File: src/ofs_pkg.sv
// Types, constants and helper functions of the fingerprint scorer.
// No dependencies; imported by ofs_cell and os_fingerprint_scorer.
package ofs_pkg;

    localparam int TTL_W   = 8;
    localparam int WIN_W   = 32;
    localparam int MSS_W   = 16;
    localparam int FLAG_W  = 4;
    localparam int CONF_W  = 7;
    localparam int SCORE_W = 7;
    localparam int ENTRY_W = 4;
    localparam int COUNT_W = 5;
    // Raw scores are multiples of five and are kept in units of five.
    localparam int UNIT_W  = 5;
    localparam int PROD_W  = 12;

    localparam logic [UNIT_W-1:0] TTL_FULL_UNITS = 5'd8;
    localparam logic [UNIT_W-1:0] WIN_FULL_UNITS = 5'd6;
    localparam logic [UNIT_W-1:0] NEAR_UNITS     = 5'd2;
    localparam logic [UNIT_W-1:0] MSS_UNITS      = 5'd3;

    localparam logic [CONF_W-1:0]  CONF_MAX         = 7'd100;
    localparam logic [SCORE_W-1:0] MIN_SCORE_RESET  = 7'd25;
    localparam logic [TTL_W-1:0]   TTL_MARGIN_RESET = 8'd10;
    localparam logic [WIN_W-1:0]   WIN_MARGIN_RESET = 32'd5000;

    typedef enum logic {
        OP_LOAD,
        OP_CLASSIFY
    } op_t;

    typedef enum logic [1:0] {
        REG_ACTIVE_ENTRIES,
        REG_MIN_SCORE,
        REG_TTL_MARGIN,
        REG_WINDOW_MARGIN
    } cfg_reg_t;

    typedef struct packed {
        logic [TTL_W-1:0]  ttl;
        logic [WIN_W-1:0]  window;
        logic [MSS_W-1:0]  mss;
        logic [FLAG_W-1:0] flags;
    } obs_t;

    typedef struct packed {
        logic [TTL_W-1:0]  ttl_lo;
        logic [TTL_W-1:0]  ttl_hi;
        logic [TTL_W-1:0]  ttl_mid;
        logic [WIN_W-1:0]  win_lo;
        logic [WIN_W-1:0]  win_hi;
        logic [WIN_W-1:0]  win_mid;
        logic [MSS_W-1:0]  mss;
        logic [FLAG_W-1:0] flags;
        logic [CONF_W-1:0] conf;
    } sig_t;

    typedef struct packed {
        logic               valid;
        logic               found;
        logic [SCORE_W-1:0] score;
    } best_t;

    // Units of five times confidence, divided by twenty: drop two bits, then
    // divide by five through a reciprocal that is exact for ten-bit values.
    function automatic logic [SCORE_W-1:0] div_by_20(input logic [PROD_W-1:0] prod);
        logic [PROD_W-3:0] quarter;
        logic [17:0]       scaled;
        quarter = prod[PROD_W-1:2];
        scaled  = 18'(quarter) * 18'd205;
        return scaled[16:10];
    endfunction

endpackage

File: src/ofs_cell.sv
// One cell of the scoring chain: holds one signature entry and scores it.
// Depends on ofs_pkg; instantiated once per table entry by os_fingerprint_scorer.
module ofs_cell
    import ofs_pkg::*;
#(
    parameter int INDEX = 0,
    parameter int IDX_W = 4
)
(
    input  logic                 clk,
    input  logic                 rst_n,
    input  logic                 load_en,
    input  logic [ENTRY_W-1:0]   load_index,
    input  sig_t                 load_sig,
    input  logic [COUNT_W-1:0]   active_entries,
    input  logic [TTL_W-1:0]     ttl_margin,
    input  logic [WIN_W-1:0]     window_margin,
    input  logic                 obs_valid_in,
    input  obs_t                 obs_in,
    output logic                 obs_valid_out,
    output obs_t                 obs_out,
    input  best_t                best_in,
    input  logic [IDX_W-1:0]     best_idx_in,
    output best_t                best_out,
    output logic [IDX_W-1:0]     best_idx_out
);

    sig_t                sig_reg;
    logic                obs_valid_reg;
    obs_t                obs_reg;
    logic [UNIT_W-1:0]   units_reg;
    logic [UNIT_W-1:0]   units_next;
    logic [PROD_W-1:0]   prod_reg;
    best_t               best_reg;
    best_t               best_next;
    logic [IDX_W-1:0]    best_idx_reg;
    logic [IDX_W-1:0]    best_idx_next;

    logic                ttl_in_range;
    logic                ttl_near;
    logic [TTL_W-1:0]    ttl_dist;
    logic                win_in_range;
    logic                win_near;
    logic [WIN_W-1:0]    win_dist;
    logic [UNIT_W-1:0]   ttl_units;
    logic [UNIT_W-1:0]   win_units;
    logic [UNIT_W-1:0]   mss_units;
    logic [UNIT_W-1:0]   flag_units;
    logic [FLAG_W-1:0]   flags_same;
    logic [SCORE_W-1:0]  weighted;
    logic                active;
    logic                take;

    always_ff @(posedge clk)
    begin
        if (load_en && (32'(load_index) == INDEX))
        begin
            sig_reg <= load_sig;
        end
    end

    // First stage: raw score of the observation arriving from the left.
    assign ttl_in_range = (obs_in.ttl >= sig_reg.ttl_lo) && (obs_in.ttl <= sig_reg.ttl_hi);
    assign ttl_dist     = (obs_in.ttl >= sig_reg.ttl_mid) ? (obs_in.ttl - sig_reg.ttl_mid)
                                                          : (sig_reg.ttl_mid - obs_in.ttl);
    assign ttl_near     = (ttl_dist <= ttl_margin);

    assign win_in_range = (obs_in.window >= sig_reg.win_lo) && (obs_in.window <= sig_reg.win_hi);
    assign win_dist     = (obs_in.window >= sig_reg.win_mid) ? (obs_in.window - sig_reg.win_mid)
                                                             : (sig_reg.win_mid - obs_in.window);
    assign win_near     = (win_dist <= window_margin);

    assign ttl_units  = ttl_in_range ? TTL_FULL_UNITS : (ttl_near ? NEAR_UNITS : '0);
    assign win_units  = win_in_range ? WIN_FULL_UNITS : (win_near ? NEAR_UNITS : '0);
    assign mss_units  = ((sig_reg.mss != '0) && (obs_in.mss == sig_reg.mss)) ? MSS_UNITS : '0;
    assign flags_same = ~(obs_in.flags ^ sig_reg.flags);
    assign flag_units = UNIT_W'($countones(flags_same));
    assign units_next = ttl_units + win_units + mss_units + flag_units;

    always_ff @(posedge clk)
    begin
        units_reg <= units_next;
        prod_reg  <= PROD_W'(units_reg) * PROD_W'(sig_reg.conf);
        obs_reg   <= obs_in;
    end

    // Third stage: the running best from the left cell meets this entry's score.
    assign weighted = div_by_20(prod_reg);
    assign active   = (32'(active_entries) > INDEX);
    assign take     = active && (weighted > best_in.score);

    always_comb
    begin
        best_next.valid = best_in.valid;
        best_next.found = best_in.found || take;
        best_next.score = take ? weighted : best_in.score;
        best_idx_next   = take ? IDX_W'(INDEX) : best_idx_in;
    end

    always_ff @(posedge clk or negedge rst_n)
    begin
        if (!rst_n)
        begin
            obs_valid_reg <= 1'b0;
            best_reg      <= '0;
            best_idx_reg  <= '0;
        end
        else
        begin
            obs_valid_reg <= obs_valid_in;
            best_reg      <= best_next;
            best_idx_reg  <= best_idx_next;
        end
    end

    assign obs_valid_out = obs_valid_reg;
    assign obs_out       = obs_reg;
    assign best_out      = best_reg;
    assign best_idx_out  = best_idx_reg;

endmodule

File: config.mk
export PLATFORM = sky130hd
export DESIGN_NAME = ofs_cell
export DESIGN_NICKNAME = d
export VERILOG_FILES = /design/src/ofs_pkg.sv /design/src/ofs_cell.sv
export SDC_FILE = /design/constraint.sdc
export NUM_CORES = 1
export LEC_CHECK = 0
export ABC_AREA = 0
export BUFFER_PORTS_ARGS = -buffer_cell sky130_fd_sc_hd__buf_2
export CORE_ASPECT_RATIO = 1.1
export CORE_MARGIN = 4
export CORE_UTILIZATION = 47
export CTS_CLUSTER_DIAMETER = 40
export DETAILED_ROUTE_END_ITERATION = 10
export PLACE_DENSITY = 0.7
export SYNTH_ARGS = -nofsm -noshare
export SYNTH_HDL_FRONTEND = slang
export SYNTH_SLANG_ARGS = --single-unit
File: constraint.sdc
create_clock -name clk -period 6.9 [get_ports clk]
set_clock_uncertainty 0.2 [all_clocks]
set_input_delay 1.38 -clock clk [delete_from_list [all_inputs] [get_ports clk]]
set_output_delay 1.38 -clock clk [all_outputs]
set_load 0.05 [all_outputs]
==> qor.yml <==
status: "finished clean"
worst-path-stages: 25
grt_overflow: 0
initialDrtViolationCount: 636
synth_cells: 1571
io_pins: 347
dr.pass1.iters: 6
start_kind: "input pin"
num_vias: 12700
drc: 0
holdCritPathClass: "reg -> reg"
die_x_um: 185
crit_path_max_incr_delay_ns: 0.51
synth_commonest_cells: "294 x inv_1, 271 x ha_1, 147 x edfxtp_1"
pre_cts_ws_ns: -0.355
cts_max_level: 2
grt_start_max_net_pins: 63
fmax_mhz: 150
fp.dieH_um: 203
slew_viol_final: 0
syn-num-nets: 2155
p_sw_mw: 2.98
rrSetupSlack_ns: 0.86
maxCapViolCount: 0
setup_viol_count_final: 0
crit_fanout: 3
slew_headroom_pct: 45.2
ant_nets: 0
holdPathStages: 2
ys.warnings.count: 0
switching_share_pct: 40.2
multi_input_area_mm2: 0.00877
timing.final.crit_share_pct: 96.3
pwr-share-seq_pct: 22.9
wire_per_inst_um: 16.5
async_reset_ff_share_pct: 5.93
internal_power_mw: 4.43
ctsHoldBuffers: 0
synth_edf_count: 147
synth_top_area_cell: "edfxtp_1"
synthFlopType: "edfxtp_1"
path_delay_family: "compound AO/OA/AOI/OAI gates"
core.rowCount: 71
wirelength_um: 40800
grt_antenna_before_repair: 11
cts_root_buf: "clkbuf_16"
fin_nets: 2588
ys_seq_elements: 236
clock_latency_ns: 0.53
place_area_mm2: 0.0190
largest_register_ffs: 147
ir_drop_v: 0.000767
avgSynthCellArea_um2: 10.4
core-area_mm2: 0.0342
drive_above_1_share_pct: 25.4
worstSetupPathType: "in -> reg"
viasPerCell: 5.12
cts_buffers: 34
arrival_ns: 6.89
seq_area_mm2: 0.00627
cts_resized: 0
num-fill-cells: 2931
cpMaxStageDelayCell: "fa_1"
final_design_area_no_fill_mm2: 0.0202
p_comb_share_pct: 54.6
path_buf_inv: 4
syn_area_mm2: 0.0163
ys_seq_area_share_pct: 38.5
post_cts_buffers: 0
utilization_pct: 58.9
dieArea_mm2: 0.0377
detailed_place_hpwl_um: 34000
setup.worst_path.end_class: "register"
r2r_cells: 23
post_synth_main_area_contributors: "edfxtp_1 27%, ha_1 21%, dfxtp_1 9.2%"
start_util_pct: 47.6
grt_pass1_wl_um: 64800
cts.reportedPaths.clkPinSlew_ns: 0.06
gp_congestion: 0.919
cts_tree: "yes"
synth_top_area_share_pct: 27.1
worst_pin_slew_ns: 0.822
required_ns: 7.14
power.share.clock_pct: 22.5
timing.final.crit_period_ns: 6.65
setup_ws_ns: 0.253
yosysUniqueCellTypes: 69
yosysMostFrequentCell: "inv_1"
cts_sinks: 236
io_buffers: 346
hold_violations: 0
rsz0062_at_grt: "false"
leakagePower_nw: 10.3
gr-usage-all-layers_pct: 21.4
clock_path_buffers: 3
areaGrowthSynthToFinish_pct: 23.8
grt_pass1_vias: 13200
power.density_mw_per_mm2: 368
## cells in the final DEF (no fill, tap or decap), types with 7 or more instances in the layout
master and count:
nand2b_1 11, buf_2 346, nand2_1 53, mux2i_1 13, nor4_1 7, ha_1 271, nor2b_1 19, nand3_1 11
nand4_1 43, a21o_1 84, dfxtp_1 75, clkbuf_16 36, a31oi_1 10, dfrtp_1 14, nor2_1 46, mux2_2 13
o21a_1 15, fa_1 40, a21oi_1 113, o21bai_1 20, inv_1 294, xnor2_1 54, a211oi_1 11, edfxtp_1 147
and2_1 19, o21ai_0 51, buf_4 77, xor2_1 21
## path summary, 6_finish.rpt
| path | start | to |
|---|---|---|
| setup reg to reg | sig_reg[28] | units_reg[3] |
| setup / recovery | obs_in[21] | units_reg[3] |
| hold / removal | sig_reg[8] | units_reg[0] |
| max in group asynchronous | rst_n | best_out[5] |
| hold reg to reg | sig_reg[8] | units_reg[0] |
| min in group asynchronous | rst_n | best_idx_out[1] |
## cells by family (layout without fill, tap and decap cells)
family / count (synthesis) / in the layout / synth area share [%]
xor gates and xnor gates: 75 / 75 / 4.03
other: 0 / 6 / 0
and+or+nand+nor: 237 / 237 / 7.61
AOI/OAI and AO/OA: 363 / 363 / 14.7
DFF: 236 / 236 / 38.5
muxes: 26 / 26 / 1.70
buffers and inverters: 323 / 782 / 7.76
adders and majority gates: 311 / 311 / 25.7
## tightest hold or removal path, cell delays in order (launching register included)
cell,delay (ns)
edfxtp_1,0.34
xnor2_1,0.14
fa_1,0.17
## layout make-up
cell class	instances	share of cell area, %
Multi-Input combinational cell	1012	43.5
Sequential cell	236	31.1
Timing Repair Buffer	426	11.6
Inverter	294	5.48
Clock buffer	41	4.71
Tap cell	438	2.72
Clock inverter	21	0.795
Antenna cell	6	0.0745
## through the flow
step | cells | total power [mW] | setup TNS, ns | hold slack, ns
final | 2474 | 7.41 | 0 | 0.480
after global routing | 2472 | 8.17 | 0 | 0.516
after CTS | 2468 | 7.51 | 0 | 0.489
after detailed placement | 2406 | 5.77 | -0.920 | 0.466
after global placement | 2406 | 5.62 | -0.243 | 0.428
after floorplan | 1571 | 4.83 | 0 | 0.417
## layer usage
| metal | vias to the layer above | share of wire (%) | global-route usage, % |
|---|---|---|---|
| met5 | - | 0.14 | 0 |
| met4 | 10 | 3.1 | 6.95 |
| met3 | 84 | 5.9 | 4.19 |
| met2 | 366 | 49 | 37.0 |
| met1 | 5879 | 42 | 27.0 |
| li1 | 6337 | - | - |
## power by group through the flow
stage	sequential, mW	combinational (mW)	clock, mW
finish	1.70	4.05	1.66
floorplan	1.91	2.92	0
global placement	1.73	3.89	0
detailed placement	1.73	4.04	0
global route	1.71	4.69	1.77
CTS	1.70	4.10	1.71
Power figures use the tool's default switching activity.
